**src/design/ntci_pkg.sv**
```systemverilog
// Shared types, constants and the NTC calibration table for the table interpolation unit.
// No dependencies; every other file of the block refers to this package by scoped names.
`default_nettype none

package ntci_pkg;

  localparam int AdcW        = 10;
  localparam int TempW       = 7;
  localparam int FlagW       = 2;
  localparam int NumW        = 13;  // holds 5 * (reading - lower point)
  localparam int QuotW       = 3;   // quotient never exceeds 5
  localparam int TableSlots  = 32;
  localparam int IdxW        = $clog2(TableSlots);
  localparam int TablePoints = 13;
  localparam int BaseTemp    = -20;
  localparam int StepTemp    = 5;
  localparam int QueueDepth  = 2;

  typedef logic [AdcW-1:0]  adc_t;
  typedef logic [TempW-1:0] temp_t;

  typedef enum logic [FlagW-1:0] {
    RANGE_IN   = 2'd0,
    RANGE_LOW  = 2'd1,
    RANGE_HIGH = 2'd2
  } range_t;

  typedef enum logic {
    BK_IDLE = 1'b0,
    BK_DIV  = 1'b1
  } back_state_t;

  // One classified reading waiting for the divider.
  typedef struct packed {
    range_t            flag;
    temp_t             base;
    logic [NumW-1:0]   num;
    adc_t              den;
  } job_t;

  // Converter values at -20 C, -15 C, ... ; unused slots hold full scale.
  localparam adc_t PointTable [TableSlots] = '{
    10'd75,   10'd100,  10'd131,  10'd169,  10'd214,  10'd265,  10'd322,  10'd384,
    10'd447,  10'd512,  10'd574,  10'd633,  10'd687,  10'd1023, 10'd1023, 10'd1023,
    10'd1023, 10'd1023, 10'd1023, 10'd1023, 10'd1023, 10'd1023, 10'd1023, 10'd1023,
    10'd1023, 10'd1023, 10'd1023, 10'd1023, 10'd1023, 10'd1023, 10'd1023, 10'd1023
  };

endpackage

`default_nettype wire

```
**src/design/ntci_front.sv**
```systemverilog
// Front end: takes a reading, finds its table segment and builds the division job.
// Depends on ntci_pkg for the calibration table and the job type.
`default_nettype none

module ntci_front #(
  parameter int TABLE_POINTS = ntci_pkg::TablePoints
) (
  input  wire logic          clk,
  input  wire logic          rst_n,
  input  wire logic          start,
  output logic               busy,
  input  wire ntci_pkg::adc_t in_adc_reading,
  input  wire logic          q_full,
  output logic               q_push,
  output ntci_pkg::job_t     q_job
);

  localparam int Np = (TABLE_POINTS < 2) ? 2 :
                      ((TABLE_POINTS > ntci_pkg::TableSlots) ? ntci_pkg::TableSlots
                                                              : TABLE_POINTS);
  localparam int TopTemp = ntci_pkg::BaseTemp + ntci_pkg::StepTemp * (Np - 1);
  localparam ntci_pkg::temp_t BaseTempW = ntci_pkg::TempW'(ntci_pkg::BaseTemp);
  localparam ntci_pkg::temp_t TopTempW  = ntci_pkg::TempW'(TopTemp);
  localparam ntci_pkg::adc_t  FirstPt   = ntci_pkg::PointTable[0];
  localparam ntci_pkg::adc_t  LastPt    = ntci_pkg::PointTable[Np-1];

  ntci_pkg::adc_t             val_r, val_nxt;
  logic                       valid_r, valid_nxt;
  logic                       accept;
  logic [ntci_pkg::IdxW-1:0]  idx;
  logic [ntci_pkg::IdxW-1:0]  seg;
  logic [ntci_pkg::IdxW+2:0]  seg5;
  ntci_pkg::adc_t             lo, hi, diff;

  assign busy   = valid_r & q_full;
  assign accept = start & ~busy;
  assign q_push = valid_r & ~q_full;

  always_comb begin
    valid_nxt = valid_r;
    val_nxt   = val_r;
    if (accept) begin
      valid_nxt = 1'b1;
      val_nxt   = in_adc_reading;
    end else if (q_push) begin
      valid_nxt = 1'b0;
    end
  end

  always_ff @(posedge clk) begin
    if (!rst_n) begin
      valid_r <= 1'b0;
    end else begin
      valid_r <= valid_nxt;
    end
    val_r <= val_nxt;
  end

  // First point not below the reading; a reading on the first point uses segment one.
  always_comb begin
    idx = ntci_pkg::IdxW'(Np - 1);
    for (int k = Np - 1; k >= 0; k--) begin
      if (val_r <= ntci_pkg::PointTable[k]) idx = ntci_pkg::IdxW'(k);
    end
    if (idx == '0) idx = ntci_pkg::IdxW'(1);
  end

  always_comb begin
    seg  = idx - ntci_pkg::IdxW'(1);
    seg5 = {1'b0, seg, 2'b00} + (ntci_pkg::IdxW+3)'(seg);
    lo   = ntci_pkg::PointTable[seg];
    hi   = ntci_pkg::PointTable[idx];
    diff = val_r - lo;
    q_job.flag = ntci_pkg::RANGE_IN;
    q_job.base = BaseTempW + seg5[ntci_pkg::TempW-1:0];
    q_job.num  = {1'b0, diff, 2'b00} + ntci_pkg::NumW'(diff);
    q_job.den  = hi - lo;
    if (val_r < FirstPt) begin
      q_job.flag = ntci_pkg::RANGE_LOW;
      q_job.base = BaseTempW;
    end else if (val_r > LastPt) begin
      q_job.flag = ntci_pkg::RANGE_HIGH;
      q_job.base = TopTempW;
    end
    // Clamped readings and an empty segment divide zero by one.
    if (q_job.flag != ntci_pkg::RANGE_IN || q_job.den == '0) begin
      q_job.num = '0;
      q_job.den = ntci_pkg::AdcW'(1);
    end
  end

endmodule

`default_nettype wire

```
**src/design/ntci_fifo.sv**
```systemverilog
// Short job queue between the front end and the divider.
// Depends on ntci_pkg for the job type and the queue depth.
`default_nettype none

module ntci_fifo (
  input  wire logic           clk,
  input  wire logic           rst_n,
  input  wire logic           push,
  input  wire ntci_pkg::job_t wr_data,
  input  wire logic           pop,
  output ntci_pkg::job_t      rd_data,
  output logic                full,
  output logic                empty
);

  localparam int PtrW = $clog2(ntci_pkg::QueueDepth);
  localparam int CntW = $clog2(ntci_pkg::QueueDepth + 1);

  ntci_pkg::job_t    mem_r [ntci_pkg::QueueDepth];
  logic [PtrW-1:0]   wr_ptr_r, wr_ptr_nxt;
  logic [PtrW-1:0]   rd_ptr_r, rd_ptr_nxt;
  logic [CntW-1:0]   count_r, count_nxt;

  assign full    = (count_r == CntW'(ntci_pkg::QueueDepth));
  assign empty   = (count_r == '0);
  assign rd_data = mem_r[rd_ptr_r];

  always_comb begin
    wr_ptr_nxt = wr_ptr_r;
    rd_ptr_nxt = rd_ptr_r;
    count_nxt  = count_r;
    if (push) begin
      wr_ptr_nxt = (wr_ptr_r == PtrW'(ntci_pkg::QueueDepth - 1)) ? '0 : wr_ptr_r + PtrW'(1);
    end
    if (pop) begin
      rd_ptr_nxt = (rd_ptr_r == PtrW'(ntci_pkg::QueueDepth - 1)) ? '0 : rd_ptr_r + PtrW'(1);
    end
    if (push && !pop) count_nxt = count_r + CntW'(1);
    else if (pop && !push) count_nxt = count_r - CntW'(1);
  end

  always_ff @(posedge clk) begin
    if (!rst_n) begin
      wr_ptr_r <= '0;
      rd_ptr_r <= '0;
      count_r  <= '0;
    end else begin
      wr_ptr_r <= wr_ptr_nxt;
      rd_ptr_r <= rd_ptr_nxt;
      count_r  <= count_nxt;
    end
    if (push) mem_r[wr_ptr_r] <= wr_data;
  end

endmodule

`default_nettype wire

```
**src/design/ntci_back.sv**
```systemverilog
// Back end: restoring divider that finishes the interpolation and drives the result.
// Depends on ntci_pkg for the job type, the state enum and field widths.
`default_nettype none

module ntci_back (
  input  wire logic           clk,
  input  wire logic           rst_n,
  input  wire logic           q_empty,
  input  wire ntci_pkg::job_t q_job,
  output logic                q_pop,
  output logic                out_valid,
  output logic signed [ntci_pkg::TempW-1:0] out_temperature_c,
  output logic [ntci_pkg::FlagW-1:0]        out_range_flag
);

  localparam int CntW = $clog2(ntci_pkg::QuotW);

  ntci_pkg::back_state_t       state_r, state_nxt;
  logic [ntci_pkg::NumW-1:0]   rem_r, rem_nxt;
  ntci_pkg::adc_t              den_r, den_nxt;
  ntci_pkg::temp_t             base_r, base_nxt;
  ntci_pkg::range_t            flag_r, flag_nxt;
  logic [CntW-1:0]             cnt_r, cnt_nxt;
  logic [ntci_pkg::QuotW-1:0]  quot_r, quot_nxt;
  logic                        valid_r, valid_nxt;
  ntci_pkg::temp_t             temp_r, temp_nxt;
  logic [ntci_pkg::FlagW-1:0]  oflag_r, oflag_nxt;
  logic [ntci_pkg::NumW-1:0]   trial;
  logic                        fits;

  always_comb begin
    state_nxt = state_r;
    unique case (state_r)
      ntci_pkg::BK_IDLE: if (!q_empty) state_nxt = ntci_pkg::BK_DIV;
      ntci_pkg::BK_DIV:  if (cnt_r == '0) state_nxt = ntci_pkg::BK_IDLE;
      default:           state_nxt = ntci_pkg::BK_IDLE;
    endcase
  end

  // One quotient bit per cycle, most significant first.
  assign trial = ntci_pkg::NumW'(den_r) << cnt_r;
  assign fits  = (rem_r >= trial);

  always_comb begin
    q_pop     = 1'b0;
    rem_nxt   = rem_r;
    den_nxt   = den_r;
    base_nxt  = base_r;
    flag_nxt  = flag_r;
    cnt_nxt   = cnt_r;
    quot_nxt  = quot_r;
    valid_nxt = 1'b0;
    temp_nxt  = temp_r;
    oflag_nxt = oflag_r;
    unique case (state_r)
      ntci_pkg::BK_IDLE: begin
        if (!q_empty) begin
          q_pop    = 1'b1;
          rem_nxt  = q_job.num;
          den_nxt  = q_job.den;
          base_nxt = q_job.base;
          flag_nxt = q_job.flag;
          cnt_nxt  = CntW'(ntci_pkg::QuotW - 1);
          quot_nxt = '0;
        end
      end
      ntci_pkg::BK_DIV: begin
        if (fits) rem_nxt = rem_r - trial;
        quot_nxt = {quot_r[ntci_pkg::QuotW-2:0], fits};
        cnt_nxt  = cnt_r - CntW'(1);
        if (cnt_r == '0) begin
          valid_nxt = 1'b1;
          temp_nxt  = base_r + ntci_pkg::TempW'(quot_nxt);
          oflag_nxt = flag_r;
        end
      end
      default: begin
        q_pop = 1'b0;
      end
    endcase
  end

  always_ff @(posedge clk) begin
    if (!rst_n) begin
      state_r <= ntci_pkg::BK_IDLE;
      valid_r <= 1'b0;
    end else begin
      state_r <= state_nxt;
      valid_r <= valid_nxt;
    end
    rem_r   <= rem_nxt;
    den_r   <= den_nxt;
    base_r  <= base_nxt;
    flag_r  <= flag_nxt;
    cnt_r   <= cnt_nxt;
    quot_r  <= quot_nxt;
    temp_r  <= temp_nxt;
    oflag_r <= oflag_nxt;
  end

  assign out_valid         = valid_r;
  assign out_temperature_c = signed'(temp_r);
  assign out_range_flag    = oflag_r;

endmodule

`default_nettype wire

```
**src/design/ntc_table_interpolation_unit.sv**
```systemverilog
// NTC table interpolation unit: converter reading in, whole-degree temperature out.
// A reading passes the front-end register and the job queue before the divider takes it.
// The divider loads a job, then takes three quotient steps before it can load the next.
// The front end holds one reading and the queue two jobs, so short bursts are absorbed.
// Synchronous active-low reset empties the front end, the queue and the divider.
// Depends on ntci_pkg, ntci_front, ntci_fifo and ntci_back.
`default_nettype none

module ntc_table_interpolation_unit #(
  parameter int TABLE_POINTS = ntci_pkg::TablePoints
) (
  input  wire logic                          clk,
  input  wire logic                          rst_n,
  input  wire logic                          start,
  output logic                               busy,
  input  wire logic [ntci_pkg::AdcW-1:0]     in_adc_reading,
  output logic                               out_valid,
  output logic signed [ntci_pkg::TempW-1:0]  out_temperature_c,
  output logic [ntci_pkg::FlagW-1:0]         out_range_flag
);

  ntci_pkg::job_t push_job, pop_job;
  logic           q_push, q_pop, q_full, q_empty;

  ntci_front #(
    .TABLE_POINTS(TABLE_POINTS)
  ) u_front (
    .clk            (clk),
    .rst_n          (rst_n),
    .start          (start),
    .busy           (busy),
    .in_adc_reading (in_adc_reading),
    .q_full         (q_full),
    .q_push         (q_push),
    .q_job          (push_job)
  );

  ntci_fifo u_fifo (
    .clk     (clk),
    .rst_n   (rst_n),
    .push    (q_push),
    .wr_data (push_job),
    .pop     (q_pop),
    .rd_data (pop_job),
    .full    (q_full),
    .empty   (q_empty)
  );

  ntci_back u_back (
    .clk               (clk),
    .rst_n             (rst_n),
    .q_empty           (q_empty),
    .q_job             (pop_job),
    .q_pop             (q_pop),
    .out_valid         (out_valid),
    .out_temperature_c (out_temperature_c),
    .out_range_flag    (out_range_flag)
  );

  // The divider returns to idle to load each job, so strobes are never adjacent.
  a_strobe_gap: assert property (@(posedge clk) disable iff (!rst_n)
    out_valid |=> !out_valid)
    else $error("result strobes in consecutive cycles");

  a_flag_code: assert property (@(posedge clk) disable iff (!rst_n)
    out_valid |-> (out_range_flag == ntci_pkg::RANGE_IN ||
                   out_range_flag == ntci_pkg::RANGE_LOW ||
                   out_range_flag == ntci_pkg::RANGE_HIGH))
    else $error("range flag carries an unused code");

  a_low_clamp: assert property (@(posedge clk) disable iff (!rst_n)
    (out_valid && out_range_flag == ntci_pkg::RANGE_LOW) |->
      (out_temperature_c == ntci_pkg::TempW'(ntci_pkg::BaseTemp)))
    else $error("low clamp gives a temperature other than the first point");

  a_no_overflow: assert property (@(posedge clk) disable iff (!rst_n)
    q_full |-> !(q_push && !q_pop))
    else $error("job written into a full queue");

endmodule

`default_nettype wire

```
**config.mk**
```make
export PLATFORM = sky130hd
export DESIGN_NAME = ntc_table_interpolation_unit
export DESIGN_NICKNAME = d
export VERILOG_FILES = /design/src/design/ntci_pkg.sv /design/src/design/ntci_front.sv /design/src/design/ntci_fifo.sv /design/src/design/ntci_back.sv /design/src/design/ntc_table_interpolation_unit.sv
export SDC_FILE = /design/constraint.sdc
export NUM_CORES = 1
export LEC_CHECK = 0
export ABC_AREA = 0
export BUFFER_PORTS_ARGS = -buffer_cell sky130_fd_sc_hd__buf_2
export CORE_UTILIZATION = 55
export CTS_CLUSTER_SIZE = 12
export DETAILED_ROUTE_END_ITERATION = 8
export HOLD_SLACK_MARGIN = 0.1
export PLACE_DENSITY = 0.77
export SLEW_MARGIN = 20
export SYNTH_ARGS = -nofsm -noshare
export SYNTH_HDL_FRONTEND = slang
export SYNTH_HIERARCHICAL = 1
export SYNTH_SLANG_ARGS = --single-unit
```
**constraint.sdc**
```tcl
create_clock -name clk -period 6.48 [get_ports clk]
set_input_delay 0.324 -clock clk [delete_from_list [all_inputs] [get_ports clk]]
set_output_delay 0.324 -clock clk [all_outputs]
set_load 0.05 [all_outputs]
```
* Word level (Yosys, flattened, before mapping)
Memories as Yosys holds them, arrays and structs flattened. A register that Yosys moved wholly into a read port is not among the register bits.
Cells that the tools add are included.
Widths: inputs -> output; s select.
** Word-level totals
- Bits in registers :: 62
- Bits in writable memories :: 64
- Bits in read-only memories :: 640
- Memories :: 3
** Cells by class
- $add $sub $neg :: 13
- Magnitude comparators :: 17
- Equal/unequal tests :: 3
- Shifts and indexed selects :: 1
- Mux-type cells :: 42
- Bitwise logic cells :: 9
- Reduce and logical (&&, ||, !) cells :: 16
** Memory list
- (no name shown) :: depth 32, width 10, read ports 1, clocked after Yosys merged registers in 0, write ports 0, line ntci_front.sv:71 : lo = ntci_pkg::PointTable[seg];
- (no name shown) :: depth 32, width 10, read ports 1, clocked after Yosys merged registers in 0, write ports 0, line ntci_front.sv:72 : hi = ntci_pkg::PointTable[idx];
- u_fifo.mem_r :: depth 2, width 32, read ports 1, clocked after Yosys merged registers in 1, write ports 1, line ntci_fifo.sv:19 : ntci_pkg::job_t mem_r [ntci_pkg::QueueDepth];
** Operators by type and width (number)
- $le 10x9->1 const B :: 4
- $mux 10 :: 4
- $mux 4 :: 9
- $le 10x10->1 const B :: 3
- $le 10x8->1 const B :: 3
- $mux 13 :: 2
- $pmux 13 s2 :: 1
- $mux 23 :: 1
- $le 10x7->1 const B :: 2
- $sub 10x10->10 :: 2
- $mux 9 :: 2
- $add 12x10->13 :: 1
- $ge 13x13->1 :: 1
- $shl 10x2->13 :: 1
- $sub 13x13->13 :: 1
- $ge 6x6->1 const B :: 2
- $mux 1 :: 12
- $mux 3 :: 4
- $gt 10x10->1 const B :: 1
- $logic_not 10->1 :: 1
- $lt 10x7->1 const B :: 1
- $mux 2 :: 4
- $pmux 2 s2 :: 2
- $reduce_and 2->1 :: 4
- 20 further kinds :: 33

* Depth between registers and ports, before layout
Gate-level depths: netlist of the first run.
- Depth in word-level cells :: 24
- Mapped depth :: 31

* Cells and area by module
The synthesis of the first run kept the hierarchy.
** Modules (own cells, without submodules)
- ntci_front :: times used 1, cells an instance 392, area each 3113.0 um^2
- ntci_back :: times used 1, cells an instance 228, area each 2658.8 um^2
- ntci_fifo :: times used 1, cells an instance 122, area each 2528.7 um^2

* Least setup slack after synthesis of the first run
No wires, ideal clock.
- Kind :: register -> register
- From :: reg u_front.val_r[2]
- To :: mem u_fifo/mem_r[0][22] in the netlist's numbering, data pin
- Library setup time :: 184 ps
- Data arrival time :: 5743 ps
- Data required time :: 6296 ps
- Setup slack :: 553 ps
- Cell stages (with the launch flop) :: 31
- Path buffers :: 3
- Cells stage by stage :: edfxtp_1 buf_6 nor4_4 a21oi_1 o22ai_2 o211ai_1 buf_4 nand2_1 inv_1 ha_1 buf_2 nand2_1 o21ai_0 o21ai_0 ha_1 nand2_1 a21oi_1 or3_1 o311a_4 nor2_1 inv_1 fa_1 nor2b_1 o21ai_0 a21boi_0 o21ai_0 a21boi_0 o21ai_0 nand2b_1 nand4_1 a211oi_1
** RTL lines
- start, declared :: line ntci_front.sv:27 : ntci_pkg::adc_t val_r, val_nxt;
- start signal, assigned :: line ntci_front.sv:56 : val_r <= val_nxt;
- end, declared :: line ntci_fifo.sv:19

==> flow_metrics.env, run 1 <==
export IMPL_nets=867
export IMPL_fin_skew_ns=0.0114
export IMPL_vias=6194
export IMPL_hp_class="primary input to register"
export IMPL_period_minus_slack_ns=6.15
export IMPL_clk_path_buf_depth=2
export IMPL_m1WireLength_um=8280
export IMPL_synth_ff_type="edfxtp_1"
export IMPL_ir_drop_mv=0.219
export IMPL_max_freq_mhz=163
export IMPL_drive_gt1_share_pct=23.5
export IMPL_async_flop_share_pct=0
export IMPL_yosys_area_top_type="edfxtp_1"
export IMPL_slew_viol_final=0
export IMPL_synth_xor_area_share_pct=3.06
export IMPL_worst_setup_path_type="register to register"
export IMPL_initial_core_util_pct=56.7
export IMPL_syn_nets=813
export IMPL_synth_top_area_share_pct=43.1
export IMPL_crit_slowest_cell="edfxtp_1"
export IMPL_syn_inst=742
export IMPL_wirelength_um=19000
export IMPL_cts_sinks=127
export IMPL_drcViolationCount=0
export IMPL_synth_area_per_cell_sq_um=11.2
export IMPL_numCtsBuffers=17
export IMPL_grt_antenna_before_repair=0
export IMPL_cpPeakStageDelay_ns=0.47
export IMPL_hold_viol=0
export IMPL_synth_edf_count=119
export IMPL_overflow=0
export IMPL_synth_area_leaders="edfxtp_1 (43%), ha_1 (8.1%), mux2_2 (5.3%), xnor2_1 (2.3%), nor2_1 (2.2%)"
export IMPL_synthesis_area_sq_mm=0.00830
export IMPL_mostFrequentLayoutCell="edfxtp_1"
export IMPL_dr_pass1_iters=5
export IMPL_max_slew_margin_pct=34.6
export IMPL_clkLatencyLatePin_ns=0.41
export IMPL_core_area_sq_mm=0.0146
export IMPL_viasPerCell=6.24
export IMPL_critical_path_required_ns=6.71
export IMPL_wl_met2_um=9440
export IMPL_yosys_area_share_simple_pct=12.1
export IMPL_status="completed"
export IMPL_yosysWarnings=6
export IMPL_power_w=0.00507
export IMPL_ys_types=96
export IMPL_h_tree_depth=4
export IMPL_synth_compound_area_share_pct=19.0
export IMPL_tritoncts="done"
export IMPL_insertedDiodeCount=0
export IMPL_dr_wl_met3_um=837
export IMPL_final_util_pct=64.3
export IMPL_yosysSeqAreaShare_pct=45.0
export IMPL_grt_pass1_wl_um=31000
export IMPL_final_fill_count=1090
export IMPL_synth_fa_ha_area_share_pct=9.10
export IMPL_min_period_over_period_pct=94.9
export IMPL_end_kind="register"
export IMPL_place_hpwl_um=13400
export IMPL_io_buffers=23
export IMPL_die_area_sq_mm=0.0156
export IMPL_synth_top_family_by_area="compound AO/OA/AOI/OAI gates"
export IMPL_cts_root_buffer="clkbuf_16"
export IMPL_critPathMaxFanout=6
export IMPL_synthMuxAreaShare_pct=6.53
export IMPL_grt_max_degree=33
export IMPL_synth_seq_cells=127
export IMPL_holdPathStages=2
export IMPL_fin_setup_tns_ns=0
export IMPL_power_density_mw_per_mm2=538
export IMPL_fp_dieW_um=125
export IMPL_area_growth_pct=13.5
export IMPL_worst_pin_slew_ns=0.980
export IMPL_maxCapViolCount=0
export IMPL_path_clk_slew_ns=0.06
export IMPL_io_pins=24
export IMPL_route_top_layer_used="met4"
export IMPL_gr_usage_all_layers_pct=25.4
export IMPL_die_h_um=125
export IMPL_fin_hold_ws_ns=0.141
export IMPL_grt_pass1_vias=6234
export IMPL_layout_common_cells="edfxtp_1 (119), ha_1 (54), inv_1 (47), nor2_1 (45)"
export IMPL_arrival_ns=6.38
export IMPL_p_leak_nw=3.65
export IMPL_row_count=44
export IMPL_critPathLaunchType="register"
export IMPL_setup_viol=0
export IMPL_worst_r2r_cell_count=30
export IMPL_ant_nets=0
export IMPL_place_gp_congestion=0.919
export IMPL_wl_per_cell_um=19.1
export IMPL_drt_iter0_markers=374
-- per-layer routing --
layer / track usage [%] / up-vias
li1: - / 2927
met1: 31.6 / 3059
met2: 44.3 / 178
met3: 3.87 / 30
met4: 10.1 / 0
met5: 0 / -
-- critical path: cells and delay by family, from the launching register on --
family	cells	cell delay, ns
and+or+nand+nor	9	1.54
buffers and inverters	5	0.58
adders and majority gates	4	1.45
DFF	1	0.47
AOI/OAI and AO/OA	12	1.95
-- cell families (layout without fill, tap and decap cells) --
group,count (synthesis),count (layout)
other,1,1
adders and majority gates,58,58
xor gates and xnor gates,29,29
muxes,49,49
buffers and inverters,84,151
DFF,127,127
and+or+nand+nor,191,191
AOI/OAI and AO/OA,203,203
-- power by group --
| part | total (W) | switching [W] | leakage, nW | internal, W |
|---|---|---|---|---|
| Combinational | 0.00274 | 0.00159 | 2.18 | 0.00115 |
| Clock | 0.000924 | 0.000354 | 0.296 | 0.000570 |
| Sequential | 0.00140 | 0.000116 | 1.18 | 0.00129 |
-- metrics by stage --
step	instances	area [sq um]	setup slack, ns
3_3_place_gp	933	8540	0.286
2_1_floorplan	742	8300	0.553
6_report	993	9420	0.333
4_1_cts	989	9340	0.0697
5_1_grt	993	9420	-0.00956
3_5_place_dp	933	8540	-0.128
-- synthesized netlist by cell type (all sizes together), types with 16 or more instances --
| library cell | count |
|---|---|
| a21oi | 35 |
| buf | 24 |
| nor3 | 20 |
| inv | 50 |
| xnor2 | 22 |
| edfxtp | 119 |
| nor2b | 16 |
| nor2 | 48 |
| a211oi | 20 |
| mux2 | 41 |
| ha | 54 |
| nand2 | 40 |
| o21ai | 39 |
-- timing repair --
| action | 4_1_cts | 5_1_grt |
|---|---|---|
| hold buffers | 10 | 0 |
| buffers inserted | 14 | 4 |
| hold endpoints to repair | 10 | 0 |
| gates resized for setup | 1 | 14 |
| endpoints found under the setup margin | 4 | 8 |
| pin swaps | 3 | 8 |
-- path summary, 6_finish.rpt --
check                                                start                                 end  slack, ns
worst max-delay path            u_front/val_r[5]$_DFFE_PP_       u_fifo/mem_r[0][22]$_DFFE_PP_       0.33
worst min-delay path                                 start        u_front/valid_r$_SDFFE_PN0P_       0.14
worst max register to register  u_front/val_r[5]$_DFFE_PP_       u_fifo/mem_r[0][22]$_DFFE_PP_       0.33
worst min register to register  u_back/flag_r[0]$_DFFE_PP_  u_back/out_range_flag[0]$_DFFE_PP_       0.43
-- layout make-up --
cell class	count	area [sq um]	area share (%)
repair buffers	67	470	4.99
flip-flops and latches	127	3730	39.6
clock buffers	22	518	5.50
well taps	184	230	2.44
inverters	52	200	2.12
multi-input cells	531	4200	44.5
clock inverters	10	72.6	0.770
-- flip-flops by register name, indices dropped and copies added (netlist names), named ones only --
| name | flops |
|---|---|
| u_fifo/mem_r | 64 |
| u_back/rem_r | 13 |
| u_back/den_r | 10 |
| u_front/val_r | 10 |
| u_back/base_r | 7 |
| u_back/out_temperature_c | 7 |
| u_back/cnt_r | 2 |
| u_back/flag_r | 2 |
| u_back/out_range_flag | 2 |
| u_back/quot_r | 2 |
| u_fifo/count_r | 2 |
| u_back/out_valid | 1 |
| u_back/state_r | 1 |
| u_fifo/rd_ptr_r | 1 |
| u_fifo/wr_ptr_r | 1 |
| u_front/valid_r | 1 |
Power figures use the tool's default switching activity.
==> inputs of run 2 (changes only) <==
--- a/config.mk
+++ b/config.mk
@@ -12,8 +12,10 @@
 export DETAILED_ROUTE_END_ITERATION = 8
 export HOLD_SLACK_MARGIN = 0.1
 export PLACE_DENSITY = 0.77
+export RECOVER_POWER = 25
 export SLEW_MARGIN = 20
 export SYNTH_ARGS = -nofsm -noshare
 export SYNTH_HDL_FRONTEND = slang
 export SYNTH_HIERARCHICAL = 1
 export SYNTH_SLANG_ARGS = --single-unit
+export TNS_END_PERCENT = 100
==> flow_metrics.env, run 2 (same netlist as run 1, synthesis figures left out) <==
export IMPL_worst_pin_slew_ns=1.89
export IMPL_grt_pass1_vias=6234
export IMPL_crit_path_start="u_front/val_r[5]$_DFFE_PP_"
export IMPL_io_pins=24
export IMPL_fin_skew_ns=0.0114
export IMPL_top_regs="u_fifo/mem_r x64, u_back/rem_r x13"
export IMPL_rr_startpoint="u_front/val_r[5]$_DFFE_PP_"
export IMPL_final_area_sq_mm=0.00940
export IMPL_grt_antenna_before_repair=0
export IMPL_critPathLaunchType="register"
export IMPL_viasPerCell=6.25
export IMPL_die_h_um=125
export IMPL_die_area_sq_mm=0.0156
export IMPL_grt_max_degree=33
export IMPL_drcViolationCount=0
export IMPL_critPathMaxFanout=6
export IMPL_ant_nets=0
export IMPL_regMostFlops="u_fifo/mem_r"
export IMPL_power_density_mw_per_mm2=540
export IMPL_max_freq_mhz=163
export IMPL_min_from="start"
export IMPL_row_count=44
export IMPL_area_growth_pct=13.2
export IMPL_initial_core_util_pct=56.7
export IMPL_tritoncts="done"
export IMPL_numCtsBuffers=17
export IMPL_h_tree_depth=4
export IMPL_cts_root_buffer="clkbuf_16"
export IMPL_violations="max-capacitance violations, max-slew violations"
export IMPL_core_area_sq_mm=0.0146
export IMPL_slew_viol_final=33
export IMPL_setup_viol=0
export IMPL_place_gp_congestion=0.919
export IMPL_clk_path_buf_depth=2
export IMPL_place_hpwl_um=13400
export IMPL_ir_drop_mv=0.219
export IMPL_wirelength_um=19000
export IMPL_reg2reg_slack_ns=0.33
export IMPL_critical_path_required_ns=6.71
export IMPL_io_buffers=23
export IMPL_worst_setup_path_type="register to register"
export IMPL_holdPathStages=2
export IMPL_clkLatencyLatePin_ns=0.41
export IMPL_overflow=0
export IMPL_power_w=0.00507
export IMPL_cpPeakStageDelay_ns=0.48
export IMPL_setup_slack_ns=0.329
export IMPL_placed_area_sq_mm=0.00854
export IMPL_layout_common_cells="edfxtp_1 (119), ha_1 (54), inv_1 (47), nor2_1 (45)"
export IMPL_drt_iter0_markers=414
export IMPL_end_kind="register"
export IMPL_arrival_ns=6.38
export IMPL_crit_slowest_cell="edfxtp_1"
export IMPL_mostFrequentLayoutCell="edfxtp_1"
export IMPL_insertedDiodeCount=0
export IMPL_max_slew_margin_pct=-25.9
export IMPL_min_period_over_period_pct=94.9
export IMPL_status="finished, violations left"
export IMPL_gr_usage_all_layers_pct=25.4
export IMPL_p_leak_nw=3.62
export IMPL_vias=6203
export IMPL_path_clk_slew_ns=0.06
export IMPL_nets=867
export IMPL_drive_gt1_share_pct=21.8
export IMPL_fp_dieW_um=125
export IMPL_worst_r2r_cell_count=30
export IMPL_maxCapViolCount=1
export IMPL_wl_per_cell_um=19.1
export IMPL_grt_pass1_wl_um=31000
export IMPL_cts_sinks=127
export IMPL_hp_class="primary input to register"
export IMPL_period_minus_slack_ns=6.15
export IMPL_largest_reg_flops=64
export IMPL_place_ws_ns=-0.128
export IMPL_hold_viol=0
export IMPL_dr_pass1_iters=5
[run 2: cell count changes in the layout (fill, tap and decap cells not counted)]
cell,change
and2b_2,-1
clkbuf_1,+12
buf_2,-10
buf_4,-2
nor2b_2,-1
nor2b_1,+1
and2b_1,+1
[run 2: timing repair]
action | in CTS | in global routing
setup endpoints to repair | 4 | 8
gates resized for setup | 1 | 14
setup buffers | 14 | 4
pin swaps | 3 | 8
hold buffers | 10 | 0
endpoints found under the hold margin | 10 | 0
[run 2: per-layer routing]
metal / track usage [%] / wire length [um] / vias to the layer above
met5: 0 / 0 / -
met4: 10.1 / 435 / 0
met3: 3.87 / 831 / 30
met2: 44.3 / 9380 / 182
met1: 31.6 / 8330 / 3064
li1: - / - / 2927
[run 2: through the flow]
step                hold slack, ns  std cells  util (%)  TNS (ns)
finish                       0.140        993      64.2         0
global route                 0.143        993      64.2   -0.0281
CTS                          0.126        989      63.8         0
detailed placement           0.421        933      58.3    -0.384
global placement             0.404        933      58.3         0
floorplan                    0.400        742         -         0
[run 2: critical path: cells and delay by family, from the launching register on]
family,cells,cell delay (ns)
buf+inv,5,0.58
flops,1,0.48
simple gates,9,1.52
compound gates,12,1.94
fa+ha+maj,4,1.45
[run 2: cell type report]
type,count,area (sq um)
Clock inverter,10,72.6
Fill cell,1099,5250
Timing Repair Buffer,67,450
Sequential cell,127,3730
Inverter,52,200
Tap cell,184,230
Multi-Input combinational cell,531,4190
Clock buffer,22,518
[run 2: worst paths after layout]
kind,endpoint
worst max register to register,u_fifo/mem_r[0][22]$_DFFE_PP_
worst max-delay path,u_fifo/mem_r[0][22]$_DFFE_PP_
worst min-delay path,u_front/valid_r$_SDFFE_PN0P_
worst min register to register,u_back/out_range_flag[0]$_DFFE_PP_
[run 2: report_power, final]
group | internal, W | switching (W) | total (W)
Sequential | 0.00129 | 0.000116 | 0.00141
Combinational | 0.00115 | 0.00159 | 0.00274
Clock | 0.000570 | 0.000354 | 0.000924
Total | 0.00301 | 0.00206 | 0.00507
==> inputs of run 3 (changes only) <==
--- a/config.mk
+++ b/config.mk
@@ -7,11 +7,13 @@
 export LEC_CHECK = 0
 export ABC_AREA = 0
 export BUFFER_PORTS_ARGS = -buffer_cell sky130_fd_sc_hd__buf_2
-export CORE_UTILIZATION = 55
+export CELL_PAD_IN_SITES_DETAIL_PLACEMENT = 0
+export CELL_PAD_IN_SITES_GLOBAL_PLACEMENT = 1
+export CORE_UTILIZATION = 51
 export CTS_CLUSTER_SIZE = 12
 export DETAILED_ROUTE_END_ITERATION = 8
 export HOLD_SLACK_MARGIN = 0.1
-export PLACE_DENSITY = 0.77
+export PLACE_DENSITY = 0.85
 export RECOVER_POWER = 25
 export SLEW_MARGIN = 20
 export SYNTH_ARGS = -nofsm -noshare
==> flow_metrics.env, run 3 (same netlist as run 1, synthesis figures left out) <==
export IMPL_drive_gt1_share_pct=22.3
export IMPL_initial_core_util_pct=52.3
export IMPL_crit_slowest_cell="edfxtp_1"
export IMPL_io_buffers=23
export IMPL_hold_viol=0
export IMPL_drt_iter0_markers=461
export IMPL_critPathMaxFanout=9
export IMPL_grt_antenna_before_repair=0
export IMPL_worst_path_most_repeated_cell="ha_1"
export IMPL_fp_dieW_um=130
export IMPL_power_w=0.00506
export IMPL_numCtsBuffers=17
export IMPL_tritoncts="done"
export IMPL_violations="max-capacitance violations, max-slew violations"
export IMPL_wirelength_um=19400
export IMPL_placed_area_sq_mm=0.00862
export IMPL_dr_pass1_iters=7
export IMPL_insertedDiodeCount=0
export IMPL_end_kind="register"
export IMPL_status="finished, violations left"
export IMPL_drcViolationCount=0
export IMPL_fin_hold_ws_ns=0.143
export IMPL_ant_nets=0
export IMPL_max_freq_mhz=161
export IMPL_slew_viol_final=33
export IMPL_critPathLaunchType="register"
export IMPL_power_density_mw_per_mm2=531
export IMPL_fin_skew_ns=0.00911
export IMPL_core_area_sq_mm=0.0159
export IMPL_viasPerCell=6.00
export IMPL_setup_slack_ns=0.267
export IMPL_largest_reg_flops=64
export IMPL_ir_drop_mv=0.254
export IMPL_grt_pass1_wl_um=30500
export IMPL_cpPeakStageDelay_ns=0.55
export IMPL_worst_setup_path_type="register to register"
export IMPL_die_area_sq_mm=0.0168
export IMPL_clk_path_buf_depth=2
export IMPL_top_regs="u_fifo/mem_r x64, u_back/rem_r x13"
export IMPL_critical_path_required_ns=6.70
export IMPL_place_hpwl_um=13600
export IMPL_h_tree_depth=4
export IMPL_mostFrequentLayoutCell="edfxtp_1"
export IMPL_vias=6228
export IMPL_gr_usage_all_layers_pct=24.0
export IMPL_max_slew_margin_pct=-26.2
export IMPL_regMostFlops="u_fifo/mem_r"
export IMPL_area_growth_pct=14.7
export IMPL_setup_viol=0
export IMPL_final_area_sq_mm=0.00952
export IMPL_place_gp_congestion=0.931
export IMPL_overflow=0
export IMPL_worst_pin_slew_ns=1.89
export IMPL_place_ws_ns=0.0365
export IMPL_p_leak_nw=3.67
export IMPL_arrival_ns=6.43
export IMPL_io_pins=24
export IMPL_grt_pass1_vias=5873
export IMPL_clkLatencyLatePin_ns=0.42
export IMPL_min_period_over_period_pct=95.9
export IMPL_row_count=46
export IMPL_nets=880
export IMPL_period_minus_slack_ns=6.21
export IMPL_maxCapViolCount=1
export IMPL_layout_common_cells="edfxtp_1 (119), ha_1 (54), inv_1 (47), nor2_1 (47), buf_4 (43)"
export IMPL_cts_sinks=127
export IMPL_die_h_um=130
export IMPL_hp_class="primary input to register"
export IMPL_path_clk_slew_ns=0.06
export IMPL_grt_max_degree=34
export IMPL_wl_per_cell_um=18.7
export IMPL_cts_root_buffer="clkbuf_16"
==> run 3: path summary, 6_finish.rpt <==
check / startpoint / slack (ns) / endpoint / cells after the start
max: u_front/val_r[3]$_DFFE_PP_ / 0.27 / u_fifo/mem_r[0][21]$_DFFE_PP_ / 30
min: start / 0.14 / u_front/valid_r$_SDFFE_PN0P_ / 2
max reg2reg: u_front/val_r[3]$_DFFE_PP_ / 0.27 / u_fifo/mem_r[0][21]$_DFFE_PP_ / 30
min reg2reg: u_back/flag_r[0]$_DFFE_PP_ / 0.42 / u_back/out_range_flag[0]$_DFFE_PP_ / 0
==> run 3: worst max-delay path: cells and delay by family, from the launching register on <==
family                   cells  cell delay, ns
flip-flops                   1            0.55
AND/OR/NAND/NOR              8            1.58
AO/OA/AOI/OAI               14            2.18
adder cells (fa/ha/maj)      4            1.23
buffers and inverters        4            0.47
==> run 3: layer usage <==
| layer | track usage (%) | vias up | share of wire (%) |
|---|---|---|---|
| met4 | 10.8 | 0 | 3.6 |
| li1 | - | 2941 | - |
| met3 | 4.67 | 43 | 4.8 |
| met2 | 39.6 | 239 | 48 |
| met1 | 30.5 | 3005 | 44 |
| met5 | 0 | - | 0 |
==> run 3: cell type report <==
| class | instances | area [sq um] |
|---|---|---|
| multi-input cells | 531 | 4190 |
| clock inverters | 9 | 68.8 |
| fillers | 1261 | 6360 |
| flip-flops and latches | 127 | 3730 |
| well taps | 216 | 270 |
| clock buffers | 23 | 522 |
| repair buffers | 80 | 543 |
| inverters | 52 | 200 |
==> run 3: stage by stage <==
stage                     utilization (%)  std cells  TNS, ns
final                                60.0       1038        0
after floorplan                         -        742        0
after global routing                 60.0       1038  -0.0612
after detailed placement             54.3        971        0
after global placement               54.3        971        0
after CTS                            58.6       1013        0
==> run 3: power breakdown <==
part / switching [W] / internal, W
Clock: 0.000357 / 0.000571
Combinational: 0.00157 / 0.00115
Sequential: 0.000114 / 0.00129
==> run 3: what timing repair did <==
action	CTS	global route
endpoints found under the hold margin	10	0
hold buffers	10	0
buffers inserted	0	25
cloned	0	0
gates resized for setup	0	12
setup endpoints to repair	2	14
pin swaps	1	7
